--- config.mk ---
export PLATFORM = sky130hd
export DESIGN_NAME = graph_depth_first_walker_unit
export DESIGN_NICKNAME = d
export VERILOG_FILES = /design/src/design/gdfw_pkg.sv /design/src/design/gdfw_adj_mem.sv /design/src/design/gdfw_stack_mem.sv /design/src/design/gdfw_walk_ctrl.sv /design/src/design/graph_depth_first_walker_unit.sv
export SDC_FILE = /design/constraint.sdc
export NUM_CORES = 1
export LEC_CHECK = 0
export BUFFER_PORTS_ARGS = -buffer_cell sky130_fd_sc_hd__buf_2
export CAP_MARGIN = 25
export CORE_UTILIZATION = 57
export DETAILED_ROUTE_END_ITERATION = 16
export PLACE_DENSITY = 0.76
export REMOVE_ABC_BUFFERS = 1
export SLEW_MARGIN = 40
export SYNTH_ARGS = -nofsm -noshare
export SYNTH_HDL_FRONTEND = slang
export SYNTH_SLANG_ARGS = --single-unit
--- constraint.sdc ---
create_clock -name clk_i -period 4.3 [get_ports clk_i]
set_input_delay 0.86 -clock clk_i [delete_from_list [all_inputs] [get_ports clk_i]]
set_output_delay 0.86 -clock clk_i [all_outputs]
set_load 0.01 [all_outputs]
--- src/design/gdfw_pkg.sv ---
// Package: transaction payload types, op codes and fixed widths of the walker unit.
package gdfw_pkg;

  localparam int unsigned VERTEX_W   = 4;
  localparam int unsigned ORDER_W    = 5;
  localparam int unsigned COUNT_CFG_W = 5;
  localparam logic [COUNT_CFG_W-1:0] COUNT_RESET = 5'd16;

  typedef enum logic [1:0] {
    OP_SET_ARC = 2'd0,
    OP_CLR_ARC = 2'd1,
    OP_WALK    = 2'd2
  } op_e;

  typedef struct packed {
    logic [1:0]          op;
    logic [VERTEX_W-1:0] source_vertex;
    logic [VERTEX_W-1:0] target_vertex;
  } in_t;

  typedef struct packed {
    logic [VERTEX_W-1:0] vertex;
    logic [ORDER_W-1:0]  visit_order;
    logic                error;
    logic                last;
  } out_t;

  // Port command of one memory: read and write strobes.
  typedef struct packed {
    logic rd;
    logic wr;
  } mem_cmd_t;

endpackage

--- src/design/gdfw_adj_mem.sv ---
// Adjacency bit matrix: one row per vertex, synchronous read, per-row valid bits.
module gdfw_adj_mem import gdfw_pkg::*; #(
  parameter int unsigned MAX_VERTICES = 16,
  parameter int unsigned VW = $clog2(MAX_VERTICES)
) (
  input  logic                    clk_i,
  input  logic                    rst_ni,
  input  mem_cmd_t                cmd_i,
  input  logic [VW-1:0]           rd_addr_i,
  input  logic [VW-1:0]           wr_addr_i,
  input  logic [MAX_VERTICES-1:0] wr_data_i,
  output logic [MAX_VERTICES-1:0] rd_data_o
);

  logic [MAX_VERTICES-1:0] mem_q [MAX_VERTICES];
  logic [MAX_VERTICES-1:0] row_vld_q;
  logic [MAX_VERTICES-1:0] rd_row_q;
  logic                    rd_vld_q;

  // Write a row and register the read row
  always_ff @(posedge clk_i) begin
    if (cmd_i.wr) begin
      mem_q[wr_addr_i] <= wr_data_i;
    end
    if (cmd_i.rd) begin
      rd_row_q <= mem_q[rd_addr_i];
    end
  end

  // Track written rows; an unwritten row reads as no arcs
  always_ff @(posedge clk_i or negedge rst_ni) begin
    if (!rst_ni) begin
      row_vld_q <= '0;
      rd_vld_q  <= 1'b0;
    end else begin
      if (cmd_i.wr) begin
        row_vld_q[wr_addr_i] <= 1'b1;
      end
      if (cmd_i.rd) begin
        rd_vld_q <= row_vld_q[rd_addr_i];
      end
    end
  end

  assign rd_data_o = rd_vld_q ? rd_row_q : '0;

endmodule

--- src/design/gdfw_stack_mem.sv ---
// Walk stack: single-port memory of vertex indices with registered read.
module gdfw_stack_mem import gdfw_pkg::*; #(
  parameter int unsigned DEPTH = 16,
  parameter int unsigned AW = $clog2(DEPTH),
  parameter int unsigned DW = $clog2(DEPTH)
) (
  input  logic          clk_i,
  input  mem_cmd_t      cmd_i,
  input  logic [AW-1:0] addr_i,
  input  logic [DW-1:0] wr_data_i,
  output logic [DW-1:0] rd_data_o
);

  logic [DW-1:0] mem_q [DEPTH];
  logic [DW-1:0] rd_data_q;

  // Push writes an entry, pop reads the new top
  always_ff @(posedge clk_i) begin
    if (cmd_i.wr) begin
      mem_q[addr_i] <= wr_data_i;
    end
    if (cmd_i.rd) begin
      rd_data_q <= mem_q[addr_i];
    end
  end

  assign rd_data_o = rd_data_q;

endmodule

--- src/design/gdfw_walk_ctrl.sv ---
// Walk sequencer: arc updates, depth-first scan, visited set and output register.
module gdfw_walk_ctrl import gdfw_pkg::*; #(
  parameter int unsigned MAX_VERTICES = 16,
  parameter int unsigned VW = $clog2(MAX_VERTICES),
  parameter int unsigned CW = $clog2(MAX_VERTICES + 1)
) (
  input  logic                    clk_i,
  input  logic                    rst_ni,
  input  logic                    in_valid_i,
  output logic                    in_ready_o,
  input  in_t                     in_data_i,
  input  logic [CW-1:0]           n_i,
  output logic                    out_valid_o,
  input  logic                    out_ready_i,
  output out_t                    out_data_o,
  output mem_cmd_t                adj_cmd_o,
  output logic [VW-1:0]           adj_rd_addr_o,
  output logic [VW-1:0]           adj_wr_addr_o,
  output logic [MAX_VERTICES-1:0] adj_wr_data_o,
  input  logic [MAX_VERTICES-1:0] adj_rd_data_i,
  output mem_cmd_t                stk_cmd_o,
  output logic [VW-1:0]           stk_addr_o,
  output logic [VW-1:0]           stk_wr_data_o,
  input  logic [VW-1:0]           stk_rd_data_i
);

  typedef enum logic [4:0] {
    S_IDLE   = 5'b00001,
    S_ARC_WR = 5'b00010,
    S_SCAN   = 5'b00100,
    S_STK    = 5'b01000,
    S_LAST   = 5'b10000
  } state_e;

  state_e                  state_q, state_d;
  logic [1:0]              op_q, op_d;
  logic [VW-1:0]           src_q, src_d;
  logic [VW-1:0]           dst_q, dst_d;
  logic [MAX_VERTICES-1:0] visited_q, visited_d;
  logic [CW-1:0]           count_q, count_d;
  logic [CW-1:0]           sp_q, sp_d;
  out_t                    pend_q, pend_d;
  logic                    out_valid_q, out_valid_d;
  out_t                    out_q, out_d;
  logic                    out_load;

  logic                    slot_free;
  logic [MAX_VERTICES-1:0] nmask;
  logic [MAX_VERTICES-1:0] cand;
  logic [VW-1:0]           w_idx;
  logic [CW-1:0]           cnt_inc;
  logic [CW-1:0]           sp_m2;
  logic [MAX_VERTICES-1:0] dst_bit;
  logic                    in_bad;
  logic [VW-1:0]           in_src;

  assign slot_free = !out_valid_q || out_ready_i;
  assign cnt_inc   = count_q + CW'(1);
  assign sp_m2     = sp_q - CW'(2);
  assign in_src    = VW'(in_data_i.source_vertex);

  // Mask of vertices in use
  always_comb begin
    for (int i = 0; i < MAX_VERTICES; i++) begin
      nmask[i] = (32'(i) < 32'(n_i));
    end
  end

  assign cand = adj_rd_data_i & ~visited_q & nmask;

  // Lowest unvisited neighbor of the top vertex
  always_comb begin
    w_idx = '0;
    for (int i = MAX_VERTICES - 1; i >= 0; i--) begin
      if (cand[i]) begin
        w_idx = VW'(i);
      end
    end
  end

  always_comb begin
    dst_bit        = '0;
    dst_bit[dst_q] = 1'b1;
  end

  // Reject unused op codes and out-of-range vertices
  assign in_bad = !(in_data_i.op == OP_SET_ARC || in_data_i.op == OP_CLR_ARC ||
                    in_data_i.op == OP_WALK) ||
                  (32'(in_data_i.source_vertex) >= 32'(n_i)) ||
                  ((in_data_i.op != OP_WALK) &&
                   (32'(in_data_i.target_vertex) >= 32'(n_i)));

  // Sequence one transaction at a time
  always_comb begin
    state_d       = state_q;
    op_d          = op_q;
    src_d         = src_q;
    dst_d         = dst_q;
    visited_d     = visited_q;
    count_d       = count_q;
    sp_d          = sp_q;
    pend_d        = pend_q;
    out_load      = 1'b0;
    out_d         = pend_q;
    in_ready_o    = 1'b0;
    adj_cmd_o     = '0;
    adj_rd_addr_o = src_q;
    adj_wr_addr_o = src_q;
    adj_wr_data_o = (op_q == OP_SET_ARC) ? (adj_rd_data_i | dst_bit)
                                         : (adj_rd_data_i & ~dst_bit);
    stk_cmd_o     = '0;
    stk_addr_o    = sp_q[VW-1:0];
    stk_wr_data_o = w_idx;

    case (state_q)
      S_IDLE: begin
        in_ready_o = 1'b1;
        if (in_valid_i) begin
          op_d  = in_data_i.op;
          src_d = in_src;
          dst_d = VW'(in_data_i.target_vertex);
          if (in_bad) begin
            pend_d  = '{vertex: '0, visit_order: '0, error: 1'b1, last: 1'b1};
            state_d = S_LAST;
          end else if (in_data_i.op == OP_WALK) begin
            // Visit the start vertex and push it
            visited_d         = '0;
            visited_d[in_src] = 1'b1;
            count_d           = CW'(1);
            sp_d              = CW'(1);
            pend_d            = '{vertex: in_data_i.source_vertex,
                                  visit_order: ORDER_W'(1), error: 1'b0, last: 1'b0};
            stk_cmd_o.wr      = 1'b1;
            stk_addr_o        = '0;
            stk_wr_data_o     = in_src;
            adj_cmd_o.rd      = 1'b1;
            adj_rd_addr_o     = in_src;
            state_d           = S_SCAN;
          end else begin
            pend_d        = '{vertex: '0, visit_order: '0, error: 1'b0, last: 1'b1};
            adj_cmd_o.rd  = 1'b1;
            adj_rd_addr_o = in_src;
            state_d       = S_ARC_WR;
          end
        end
      end

      S_ARC_WR: begin
        // Write back the modified row
        adj_cmd_o.wr = 1'b1;
        state_d      = S_LAST;
      end

      S_SCAN: begin
        if (cand != '0) begin
          // Release the previous visit, push the new vertex, fetch its row
          if (slot_free) begin
            out_load         = 1'b1;
            pend_d           = '{vertex: VERTEX_W'(w_idx), visit_order: ORDER_W'(cnt_inc),
                                 error: 1'b0, last: 1'b0};
            count_d          = cnt_inc;
            visited_d[w_idx] = 1'b1;
            if (32'(sp_q) < MAX_VERTICES) begin
              stk_cmd_o.wr = 1'b1;
              sp_d         = sp_q + CW'(1);
            end
            adj_cmd_o.rd  = 1'b1;
            adj_rd_addr_o = w_idx;
          end
        end else begin
          // Pop; fetch the new top or finish
          sp_d = sp_q - CW'(1);
          if (sp_q == CW'(1)) begin
            state_d = S_LAST;
          end else begin
            stk_cmd_o.rd = 1'b1;
            stk_addr_o   = sp_m2[VW-1:0];
            state_d      = S_STK;
          end
        end
      end

      S_STK: begin
        adj_cmd_o.rd  = 1'b1;
        adj_rd_addr_o = stk_rd_data_i;
        state_d       = S_SCAN;
      end

      S_LAST: begin
        if (slot_free) begin
          out_load   = 1'b1;
          out_d.last = 1'b1;
          state_d    = S_IDLE;
        end
      end

      default: begin
        state_d = S_IDLE;
      end
    endcase
  end

  // Hold a result until the receiver takes it
  always_comb begin
    out_valid_d = out_valid_q;
    if (out_load) begin
      out_valid_d = 1'b1;
    end else if (out_ready_i) begin
      out_valid_d = 1'b0;
    end
  end

  always_ff @(posedge clk_i or negedge rst_ni) begin
    if (!rst_ni) begin
      state_q     <= S_IDLE;
      out_valid_q <= 1'b0;
      visited_q   <= '0;
      count_q     <= '0;
      sp_q        <= '0;
    end else begin
      state_q     <= state_d;
      out_valid_q <= out_valid_d;
      visited_q   <= visited_d;
      count_q     <= count_d;
      sp_q        <= sp_d;
    end
  end

  always_ff @(posedge clk_i) begin
    op_q   <= op_d;
    src_q  <= src_d;
    dst_q  <= dst_d;
    pend_q <= pend_d;
    if (out_load) begin
      out_q <= out_d;
    end
  end

  assign out_valid_o = out_valid_q;
  assign out_data_o  = out_q;

endmodule

--- src/design/graph_depth_first_walker_unit.sv ---
// Top level: depth-first walker over an adjacency bit matrix.
//
//   channel | direction | handshake            | payload
//   --------+-----------+----------------------+---------------------------
//   cfg     | in        | cfg_we_i             | cfg_wdata_i (vertex_count)
//   in      | in        | in_valid_i/in_ready_o | in_data_i (in_t)
//   out     | out       | out_valid_o/out_ready_i | out_data_o (out_t)
//
// One transaction at a time. An error goes straight to its final result, and an arc
// update reads one adjacency row and writes it back. A walk does one row read per
// push and a stack read plus row read per pop.
// Reset clears the matrix through per-row valid bits at once; no clearing pass.
// A full output register stalls the walk at its next visit until it is taken.
module graph_depth_first_walker_unit import gdfw_pkg::*; #(
  parameter int unsigned MAX_VERTICES = 16
) (
  input  logic                   clk_i,
  input  logic                   rst_ni,
  input  logic                   cfg_we_i,
  input  logic [COUNT_CFG_W-1:0] cfg_wdata_i,
  input  logic                   in_valid_i,
  output logic                   in_ready_o,
  input  in_t                    in_data_i,
  output logic                   out_valid_o,
  input  logic                   out_ready_i,
  output out_t                   out_data_o
);

  localparam int unsigned VW = $clog2(MAX_VERTICES);
  localparam int unsigned CW = $clog2(MAX_VERTICES + 1);

  logic [COUNT_CFG_W-1:0]  vertex_count_q;
  logic [CW-1:0]           n_eff;
  mem_cmd_t                adj_cmd;
  logic [VW-1:0]           adj_rd_addr;
  logic [VW-1:0]           adj_wr_addr;
  logic [MAX_VERTICES-1:0] adj_wr_data;
  logic [MAX_VERTICES-1:0] adj_rd_data;
  mem_cmd_t                stk_cmd;
  logic [VW-1:0]           stk_addr;
  logic [VW-1:0]           stk_wr_data;
  logic [VW-1:0]           stk_rd_data;

  // Hold the vertex count register
  always_ff @(posedge clk_i or negedge rst_ni) begin
    if (!rst_ni) begin
      vertex_count_q <= COUNT_RESET;
    end else if (cfg_we_i) begin
      vertex_count_q <= cfg_wdata_i;
    end
  end

  // Clamp the count to the matrix size
  assign n_eff = (32'(vertex_count_q) > MAX_VERTICES) ? CW'(MAX_VERTICES)
                                                      : CW'(vertex_count_q);

  gdfw_walk_ctrl #(
    .MAX_VERTICES (MAX_VERTICES)
  ) u_ctrl (
    .clk_i         (clk_i),
    .rst_ni        (rst_ni),
    .in_valid_i    (in_valid_i),
    .in_ready_o    (in_ready_o),
    .in_data_i     (in_data_i),
    .n_i           (n_eff),
    .out_valid_o   (out_valid_o),
    .out_ready_i   (out_ready_i),
    .out_data_o    (out_data_o),
    .adj_cmd_o     (adj_cmd),
    .adj_rd_addr_o (adj_rd_addr),
    .adj_wr_addr_o (adj_wr_addr),
    .adj_wr_data_o (adj_wr_data),
    .adj_rd_data_i (adj_rd_data),
    .stk_cmd_o     (stk_cmd),
    .stk_addr_o    (stk_addr),
    .stk_wr_data_o (stk_wr_data),
    .stk_rd_data_i (stk_rd_data)
  );

  gdfw_adj_mem #(
    .MAX_VERTICES (MAX_VERTICES),
    .VW           (VW)
  ) u_adj (
    .clk_i     (clk_i),
    .rst_ni    (rst_ni),
    .cmd_i     (adj_cmd),
    .rd_addr_i (adj_rd_addr),
    .wr_addr_i (adj_wr_addr),
    .wr_data_i (adj_wr_data),
    .rd_data_o (adj_rd_data)
  );

  gdfw_stack_mem #(
    .DEPTH (MAX_VERTICES),
    .AW    (VW),
    .DW    (VW)
  ) u_stk (
    .clk_i     (clk_i),
    .cmd_i     (stk_cmd),
    .addr_i    (stk_addr),
    .wr_data_i (stk_wr_data),
    .rd_data_o (stk_rd_data)
  );

endmodule

==> results of run 1 <==
## cell usage after synthesis (all sizes together), types with 27 or more instances
cell type	instances
clkbuf	36
nor2	76
nand3	49
a31oi	35
a21oi	53
buf	42
o21ai	27
mux2i	85
edfxtp	372
dfrtp	52
nand2	256
and3	34
## placed cells by master, fill, tap and decap left out, drive strengths merged, types with 6 or more instances in the layout
cell,instances
a211oi,8
a21oi,53
a221o,18
a31oi,35
a32o,17
and3,34
buf,139
clkbuf,58
clkinv,16
dfrtp,52
edfxtp,372
ha,15
inv,22
mux2,9
mux2i,85
mux4,16
nand2,256
nand2b,15
nand3,49
nor2,76
nor2b,13
nor3,20
o211ai,10
o21ai,27
o31ai,10
or2,18
or3,6
## cell type report
class | count | area, µm² | area share
timing repair buffer | 139 | 1080 | 0.0505
multi-input combinational | 870 | 5730 | 0.269
clock inverter | 21 | 181 | 0.00852
inverter | 19 | 71.3 | 0.00335
sequential | 426 | 12500 | 0.588
tap | 435 | 544 | 0.0255
clock buffer | 58 | 1180 | 0.0555
## stage by stage
stage               power (W)  hold slack, ns
floorplan             0.00942           0.400
global placement       0.0116           0.400
detailed placement     0.0118           0.406
CTS                    0.0154           0.424
global route           0.0161           0.435
finish                 0.0154           0.420
## power by group
group          switching (W)  internal, W
registers           0.000276      0.00529
clock network        0.00154      0.00207
logic                0.00370      0.00255
total                0.00551      0.00990
## cell families after synthesis
logic type | Yosys count | synth area share
AOI/OAI and AO/OA | 219 | 0.0869
xor gates and xnor gates | 5 | 0.00236
adders and majority gates | 15 | 0.0101
buffers and inverters | 97 | 0.0256
DFF | 426 | 0.675
muxes | 110 | 0.0707
and+or+nand+nor | 521 | 0.129
## sequential cells by signal (all words and copies together), names as in the netlist
name / cells
u_ctrl.count_q: 5
u_ctrl.pend_q: 1
u_adj.rd_vld_q: 1
u_ctrl.adj_wr_addr_o: 4
u_adj.rd_row_q: 16
u_ctrl.visited_q: 16
u_adj.row_vld_q: 16
vertex_count_q: 5
u_ctrl.dst_q: 4
u_ctrl.out_data_o: 11
u_ctrl.out_d: 10
u_ctrl.state_q: 5
u_ctrl.sp_q: 5
u_stk.mem_q: 64
u_stk.rd_data_o: 4
u_adj.mem_q: 256
u_ctrl.op_q: 2
u_ctrl.out_valid_o: 1
## worst paths after layout
| check | from | end | slack, ns | cells after the start |
|---|---|---|---|---|
| max | vertex_count_q[4] | u_adj.rd_row_q[1] | 0.003 | 16 |
| min | u_ctrl.out_d[6] | u_ctrl.out_data_o[6] | 0.42 | 0 |
| max reg2reg | vertex_count_q[4] | u_adj.rd_row_q[1] | 0.003 | 16 |
| min reg2reg | u_ctrl.out_d[6] | u_ctrl.out_data_o[6] | 0.42 | 0 |
| max in group asynchronous | rst_ni | u_adj.row_vld_q[2] | 3.36 | 2 |
| min in group asynchronous | rst_ni | u_ctrl.count_q[0] | 0.46 | 2 |
## what timing repair did
action                                  4_1_cts  5_1_grt
endpoints found under the setup margin        0       16
setup buffers                                 0        1
hold endpoints to repair                      0        0
gates resized for setup                       0        3
## metal layers
metal | up-vias | wire length [µm] | part of all wire
met5 | - | 0 | 0
met4 | 0 | 1390 | 0.031
met3 | 112 | 3970 | 0.089
met2 | 624 | 21300 | 0.48
met1 | 6040 | 18100 | 0.40
li1 | 5461 | - | -
## worst max-delay path, stage by stage, from the launching register on
cell	delay, ns
dfstp_2	0.55
nor2b_2	0.08
ha_1	0.27
nand2b_1	0.14
a2111oi_0	0.40
buf_4	0.19
o32a_1	0.19
o211ai_1	0.13
mux2_2	0.30
a222oi_1	0.34
buf_4	0.21
and2_4	0.20
buf_12	0.19
mux2i_1	0.25
mux2i_1	0.12
a32o_1	0.21
a221o_1	0.26
==> metrics.md, run 1 <==
| Metric | Value |
|---|---|
| Hold_buf cts | `0` |
| Top post-synthesis cells by area | `edfxtp_1 (60%), dfrtp_1 (7.0%), nand2_1 (5.2%), mux2i_1 (4.6%), mux4_2 (1.9%)` |
| Dpl cells | `1888` |
| TritonCTS clock tree | `done` |
| Biggest area consumer among synthesized cells | `edfxtp_1` |
| CP Class | `register to register` |
| Drt initial violations | `1379` |
| Routed WL | `44800 µm` |
| Worst setup EP type | `register` |
| GPL Wtd Cong | `0.952` |
| Fin nets | `1534` |
| Die area | `33300 µm²` |
| Async set-reset flop share out of synthesis | `0.127` |
| GRT overflow | `0` |
| Worst skew pair latency | `0.55 ns` |
| Yosys cell types | `80` |
| Synthesized cell area | `18600 µm²` |
| Core Region | `31800 µm²` |
| Final period util | `0.999` |
| PD cells | `723 nW/µm²` |
| Final Critical Period | `4.30 ns` |
| Layout area overhead | `14.8%` |
| Height of the die | `182 µm` |
| Drt pass-1 iters | `7` |
| Final std cells w/o fill | `1968` |
| Share of the core filled with cells | `0.670` |
| Post-route setup slack | `0.00320 ns` |
| Largest net degree at the start of global routing | `55` |
| Post-synthesis register bit count | `426` |
| Root buffer cell | `clkbuf_16` |
| Number of enable flip-flop cells after synthesis | `372` |
| Layout cells sized above 1 | `0.193` |
| Gr usage total | `0.275` |
| Grt peak-use layer | `met2` |
| Number of fill cells | `2201` |
| Worst-Margin Slew | `0.773 ns` |
| Status | `complete, no violations` |
| VDD IR max | `433 µV` |
| Setup_tns | `0 ns` |
| Clk_skew | `0.0183 ns` |
| Hold Crit Class | `register to register` |
| Via/cell ratio | `6.22` |
| IO Port Bufs | `32` |
| # setup viols final | `0` |
| Post-synthesis cell count | `1393` |
| Reg clk slew, reported paths | `0.06 ns` |
| Leakage Power | `7.98 nW` |
| Pre-CTS WS | `-0.305 ns` |
| Vias in the first global route | `12000` |
| Primary FF master, synth | `edfxtp_1` |
| Sequential area share after synthesis | `0.675` |
| Critical path peak fanout | `20` |
| CTS buffer count | `43` |
| Clock Sinks | `426` |
| Initial antenna violation count | `0` |
| Met3 Track Usage GR | `0.0449` |
| Worst-case headroom to the max-slew limit | `0.484` |
| CTS H-Tree Depth | `2` |
| IO Count | `33` |
| Slew Limit Fails | `0` |
| Initial Util | `0.583` |
| Critical Path AT | `4.60 ns` |
| DRC violations left | `0` |
| Met1 usage | `0.380` |
| Max-cap violations | `0` |
| Fmax | `233 MHz` |
| Synth top area share | `0.602` |
| CTS max path bufs | `3` |
| WL/cell | `22.8 µm` |
| Design Area, Final | `21300 µm²` |
| Yosys warnings | `0` |
| Setup crit start kind | `register` |
| Met2 usage in global routing | `0.445` |
| Global-route wire length before repair | `68400 µm` |
| Final hold vios | `0` |
| Syn Area/Cell | `13.3 µm²` |
| Via count | `12200` |
| DP HPWL | `27900 µm` |
| Final ANT Viol Nets | `0` |
| Die W | `182 µm` |
| FP Rows | `65` |
| Critical Path RT | `4.60 ns` |
| DP Area | `19900 µm²` |
| N_diodes | `0` |
(Power assumes the default switching activity.)
==> run 2: changes to the inputs <==
--- a/config.mk
+++ b/config.mk
@@ -5,11 +5,12 @@
 export SDC_FILE = /design/constraint.sdc
 export NUM_CORES = 1
 export LEC_CHECK = 0
-export BUFFER_PORTS_ARGS = -buffer_cell sky130_fd_sc_hd__buf_2
 export CAP_MARGIN = 25
 export CORE_UTILIZATION = 57
 export DETAILED_ROUTE_END_ITERATION = 16
-export PLACE_DENSITY = 0.76
+export DONT_BUFFER_PORTS = 1
+export MAX_ROUTING_LAYER = met4
+export PLACE_DENSITY = 0.75
 export REMOVE_ABC_BUFFERS = 1
 export SLEW_MARGIN = 40
 export SYNTH_ARGS = -nofsm -noshare
==> metrics.md, run 2 (same netlist as run 1, synthesis figures left out) <==
| Metric | Value |
|---|---|
| Layout area overhead | `14.5%` |
| Initial Util | `0.583` |
| Slew Limit Fails | `0` |
| TritonCTS clock tree | `done` |
| Setup crit start kind | `register` |
| Most common cell after layout, fill and taps aside | `edfxtp_1` |
| Critical path buffers and inverters | `2` |
| Hold Crit Class | `input port to async pin` |
| Unrepaired setup endpoints after global routing | `no` |
| Final hold vios | `0` |
| Worst setup EP type | `register` |
| CP Class | `register to register` |
| Clk_skew | `0.0178 ns` |
| WL/cell | `23.2 µm` |
| DP HPWL | `27400 µm` |
| Initial antenna violation count | `0` |
| Worst-Margin Slew | `0.827 ns` |
| Global-route wire length before repair | `68300 µm` |
| Fmax | `242 MHz` |
| FP Rows | `65` |
| CTS max path bufs | `3` |
| IO Port Bufs | `0` |
| Final Critical Period | `4.14 ns` |
| Vias in the first global route | `11600` |
| Seq pwr share | `0.359` |
| Clk network pwr share | `0.245` |
| Worst skew pair latency | `0.55 ns` |
| PD cells | `736 nW/µm²` |
| Final period util | `0.962` |
| Status | `complete, no violations` |
| Gr usage total | `0.283` |
| Design Area, Final | `21200 µm²` |
| CP max stage cell | `dfstp_2` |
| VDD IR max | `552 µV` |
| Setup_tns | `0 ns` |
| Final ANT Viol Nets | `0` |
| Critical Path RT | `4.59 ns` |
| GPL Wtd Cong | `0.997` |
| Layout cells sized above 1 | `0.174` |
| Leakage Power | `7.85 nW` |
| # setup viols final | `0` |
| DRC violations left | `0` |
| Via count | `12000` |
| Critical path peak fanout | `20` |
| Comb pwr share | `0.397` |
| N_diodes | `0` |
| DP Area | `19700 µm²` |
| Critical Path AT | `4.43 ns` |
| Die area | `33300 µm²` |
| CTS buffer count | `42` |
| Drt initial violations | `1240` |
| Sw power | `0.00550 W` |
| Via/cell ratio | `6.23` |
| Share of the core filled with cells | `0.668` |
| Max reg flops | `256` |
| Height of the die | `182 µm` |
| Delay-heaviest family, CP | `compound AO/OA/AOI/OAI gates` |
| GRT overflow | `0` |
| Die W | `182 µm` |
| Post-CTS Setup Bufs | `0` |
| Top Registers | `u_adj.mem_q x256, u_stk.mem_q x64` |
| Largest net degree at the start of global routing | `48` |
| Cell mode on critical path | `mux2i_1` |
| Switching Share | `0.352` |
| Reg clk slew, reported paths | `0.06 ns` |
| Worst-case headroom to the max-slew limit | `0.438` |
| Routed WL | `44500 µm` |
| Fin nets | `1489` |
| Root buffer cell | `clkbuf_16` |
| Clock Sinks | `426` |
| Slowest stage delay, CP | `0.56 ns` |
| IO Count | `33` |
| CTS H-Tree Depth | `2` |
| Drt pass-1 iters | `5` |
| Commonest non-fill, non-tap cells in the layout | `edfxtp_1 (372), nand2_1 (255), buf_4 (83), mux2i_1 (75), nor2_1 (63)` |
| Largest Register | `u_adj.mem_q` |
| Pint | `0.0101 W` |
| Max-cap violations | `0` |
| Crit-path cells | `inv_2 > nand2_1 > ha_1 > a21o_1 > a31oi_2 > o32a_1 > o211ai_1 > mux2_2 > a222oi_1 > and2_4 > buf_12 > mux2i_1 > mux2i_1 > a32o_1 > a221o_1` |
| Core Region | `31800 µm²` |
## run 2: final timing paths
| kind | from | end | slack (ns) | cells past startpoint |
|---|---|---|---|---|
| max | vertex_count_q[4] | u_adj.rd_row_q[10] | 0.16 | 15 |
| min | rst_ni | vertex_count_q[4] | 0.15 | 0 |
| min in group clk_i | cfg_we_i | vertex_count_q[4] | 0.38 | 1 |
| min reg2reg | u_ctrl.out_d[4] | u_ctrl.out_data_o[4] | 0.42 | 0 |
| max in group asynchronous | rst_ni | u_adj.row_vld_q[3] | 3.25 | 1 |
| max reg2reg | vertex_count_q[4] | u_adj.rd_row_q[10] | 0.16 | 15 |
## run 2: what timing repair did
action,CTS,global route
hold buffers,2,0
endpoints found under the hold margin,46,0
endpoints found under the setup margin,0,17
gates resized for setup,0,8
## run 2: area by class of cell
cell class	instances	area, µm²
flip-flops and latches	426	12500
fillers	2189	10600
multi-input cells	870	5810
clock buffers	47	1090
repair buffers	95	861
well taps	435	544
clock inverters	29	344
inverters	19	71.3
## run 2: stage by stage
| step | total power, W | instances | setup slack [ns] | hold WS (ns) |
|---|---|---|---|---|
| finish | 0.0156 | 1921 | 0.165 | 0.151 |
| global route | 0.0163 | 1921 | 0.00124 | 0.133 |
| CTS | 0.0156 | 1921 | 0.0258 | 0.133 |
| detailed placement | 0.0117 | 1843 | -0.146 | 0.408 |
| global placement | 0.0116 | 1843 | -0.00349 | 0.401 |
| floorplan | 0.00942 | 1315 | -2.44 | 0.400 |
## run 2: power groups by stage
stage,sequential (W),clock [W],combinational (W)
global route,0.00563,0.00401,0.00671
floorplan,0.00555,0,0.00387
finish,0.00560,0.00383,0.00620
CTS,0.00559,0.00386,0.00611
detailed placement,0.00567,0,0.00606
global placement,0.00566,0,0.00590
## run 2: routing by layer
metal	vias to the layer above	global-route usage	routed length, µm
li1	5369	-	-
met1	5921	0.386	18400
met2	574	0.435	20900
met3	108	0.0493	3900
met4	0	0.0911	1260
met5	-	-	0
==> run 3: changes to the inputs <==
--- a/config.mk
+++ b/config.mk
@@ -6,13 +6,15 @@
 export NUM_CORES = 1
 export LEC_CHECK = 0
 export CAP_MARGIN = 25
+export CORE_ASPECT_RATIO = 1.75
 export CORE_UTILIZATION = 57
 export DETAILED_ROUTE_END_ITERATION = 16
 export DONT_BUFFER_PORTS = 1
 export MAX_ROUTING_LAYER = met4
-export PLACE_DENSITY = 0.75
+export PLACE_DENSITY = 0.72
 export REMOVE_ABC_BUFFERS = 1
 export SLEW_MARGIN = 40
 export SYNTH_ARGS = -nofsm -noshare
 export SYNTH_HDL_FRONTEND = slang
+export SYNTH_HIERARCHICAL = 1
 export SYNTH_SLANG_ARGS = --single-unit
==> constraint.sdc (replaced) <==
create_clock -name clk_i -period 4.7 [get_ports clk_i]
set_input_delay 0.94 -clock clk_i [delete_from_list [all_inputs] [get_ports clk_i]]
set_output_delay 0.94 -clock clk_i [all_outputs]
set_load 0.01 [all_outputs]
==> metrics.md, run 3 <==
| Metric | Value |
|---|---|
| Status | `complete, no violations` |
| Routed WL | `43100 µm` |
| Critical path peak fanout | `27` |
| Top post-synthesis cells by area | `edfxtp_1 (61%), mux4_2 (11%), dfrtp_1 (7.1%), nor2_1 (1.3%), ha_1 (1.0%)` |
| Critical Path AT | `4.74 ns` |
| Max-cap violations | `0` |
| Post-route setup slack | `0.238 ns` |
| Adder-Cell Fraction of Synth Area | `0.0103` |
| Clk_skew | `0.0182 ns` |
| # setup viols final | `0` |
| Synth Area in Compound Gates | `0.0575` |
| Core Region | `31500 µm²` |
| N_diodes | `0` |
| Final Critical Period | `4.46 ns` |
| PD cells | `530 nW/µm²` |
| Reg2reg end | `u_adj/rd_row_q[8]` |
| Biggest area consumer among synthesized cells | `edfxtp_1` |
| Top Registers | `u_adj/mem_q x256, u_stk/mem_q x64` |
| Root buffer cell | `clkbuf_16` |
| Die W | `137 µm` |
| WL/cell | `27.8 µm` |
| Clock Sinks | `426` |
| Largest Register | `u_adj/mem_q` |
| Hold_buf cts | `0` |
| Pre-CTS WS | `0.223 ns` |
| Drt initial violations | `806` |
| Final hold vios | `0` |
| Async set-reset flop share out of synthesis | `0.127` |
| Yosys warnings | `6` |
| Worst skew pair latency | `0.55 ns` |
| Final period util | `0.949` |
| Die area | `32800 µm²` |
| Setup_tns | `0 ns` |
| Critical Path RT | `4.98 ns` |
| Syn Area/Cell | `17.0 µm²` |
| GPL Wtd Cong | `0.945` |
| Multiplexer area fraction after synthesis | `0.139` |
| Synth Area in XOR/XNOR | `0.00192` |
| Top-count cell post-synth | `edfxtp_1` |
| DRC violations left | `0` |
| Yosys cell types | `80` |
| Largest net degree at the start of global routing | `55` |
| Global-route wire length before repair | `64800 µm` |
| Layout cells sized above 1 | `0.259` |
| Vias in the first global route | `10600` |
| FP Rows | `86` |
| Slew Limit Fails | `0` |
| Via count | `10200` |
| Height of the die | `239 µm` |
| Final ANT Viol Nets | `0` |
| Most instantiated cells after synthesis | `edfxtp_1 (372), mux4_2 (93), nor2_1 (62)` |
| Post-Route Hold Slack | `0.0815 ns` |
| Sequential area share after synthesis | `0.686` |
| Fmax | `224 MHz` |
| GRT overflow | `0` |
| Primary FF master, synth | `edfxtp_1` |
| CTS H-Tree Depth | `2` |
| Total Power | `0.0109 W` |
| Commonest non-fill, non-tap cells in the layout | `edfxtp_1 (372), mux4_2 (93), buf_4 (60), dfrtp_1 (52)` |
| Post-CTS Setup Bufs | `0` |
| Post-synthesis cell count | `1076` |
| IO Port Bufs | `0` |
| Worst-Margin Slew | `0.823 ns` |
| CP Class | `register to register` |
| Reg-to-reg startpoint | `vertex_count_q[4]` |
| Reg2Reg Depth | `13` |
| Critical path origin | `vertex_count_q[4]` |
| CTS max path bufs | `3` |
| Post-synthesis register bit count | `426` |
| Worst-case headroom to the max-slew limit | `0.451` |
| CTS buffer count | `38` |
| Setup crit start kind | `register` |
| Synthesized cell area | `18200 µm²` |
| Reg clk slew, reported paths | `0.07 ns` |
| Largest family of logic cells by synthesized area | `multiplexers` |
| IO Count | `33` |
| DP HPWL | `28700 µm` |
| Via/cell ratio | `6.57` |
| Post-CTS sizing | `0` |
| Gr usage total | `0.287` |
| Simple-gate share of the synthesized area | `0.0817` |
| Fin nets | `1164` |
| R2R Setup Slk | `0.24 ns` |
| Max reg flops | `256` |
| Layout area overhead | `12.4%` |
| Share of the core filled with cells | `0.651` |
| Unrepaired setup endpoints after global routing | `no` |
| Hold Crit Class | `input port to async pin` |
| Leakage Power | `7.06 nW` |
| Initial Util | `0.579` |
| TritonCTS clock tree | `done` |
| Most common cell after layout, fill and taps aside | `edfxtp_1` |
| VDD IR max | `403 µV` |
| Initial antenna violation count | `0` |
| Drt pass-1 iters | `5` |
| Number of enable flip-flop cells after synthesis | `372` |
| Synth top area share | `0.612` |
| Worst setup EP type | `register` |
==> run 3: changes by cell type in the layout (fill, tap and decap cells not counted), sizes merged, moves of 17 or more <==
| cell | change |
|---|---|
| a21oi | -24 |
| a221o | -18 |
| nand3 | -26 |
| nand2 | -208 |
| mux2i | -79 |
| mux4 | +84 |
| and3 | -31 |
| a31oi | -24 |
| a32o | -17 |
| buf | -28 |
==> run 3: area by class of cell <==
cell class / instances / area (µm²)
clock inverter: 23 / 265
inverter: 21 / 78.8
timing repair buffer: 66 / 571
fill: 2170 / 11000
sequential: 426 / 12500
multi-input combinational: 576 / 5570
clock buffer: 44 / 1020
tap: 396 / 495
==> run 3: worst max-delay path by stage <==
stage                         endpoint  slack, ns  depth (start not counted)
floorplan            u_adj/rd_row_q[0]      -5.70                         10
global placement    u_adj/rd_row_q[12]       0.26                         12
detailed placement   u_adj/rd_row_q[1]       0.22                         12
CTS                  u_adj/rd_row_q[1]       0.20                         12
global route         u_adj/rd_row_q[8]      0.007                         13
finish               u_adj/rd_row_q[8]       0.24                         13
==> run 3: per-layer routing <==
layer	global-route usage	wire, µm	vias to the layer above
li1	-	-	4411
met1	0.317	14900	5221
met2	0.501	23700	435
met3	0.0346	2310	131
met4	0.151	2190	0
met5	-	0	-
==> run 3: cells by family (layout without fill, tap and decap cells) <==
kind of cell,Yosys count,after routing
flip-flops,426,426
multiplexers,124,124
XOR/XNOR,4,4
AO/OA/AOI/OAI,157,157
AND/OR/NAND/NOR,276,276
buffers and inverters,74,154
adder cells (fa/ha/maj),15,15
==> run 3: metrics by stage <==
stage | instance area (µm²) | cells
3_5_place_dp | 19200 | 1481
2_1_floorplan | 17900 | 1023
5_1_grt | 20500 | 1552
6_report | 20500 | 1552
3_3_place_gp | 19100 | 1481
4_1_cts | 20500 | 1548
==> run 3: power by group <==
part / leakage [nW] / internal, W / total [W] / switching [W]
clock network: 0.627 / 0.00184 / 0.00321 / 0.00137
logic: 2.35 / 0.00128 / 0.00286 / 0.00158
registers: 4.08 / 0.00459 / 0.00479 / 0.000195
total: 7.06 / 0.00772 / 0.0109 / 0.00315
==> run 3: critical path, cell delays in order, from the launching register on <==
cell,delay (ns)
dfstp_2,0.40
nor2b_1,0.33
inv_1,0.14
ha_1,0.32
nand2_1,0.05
o21ai_0,0.28
a21oi_1,0.13
o21ai_0,0.27
nor2_1,0.18
or3_4,0.44
o221ai_4,0.32
buf_12,0.28
mux4_2,0.54
mux4_2,0.47
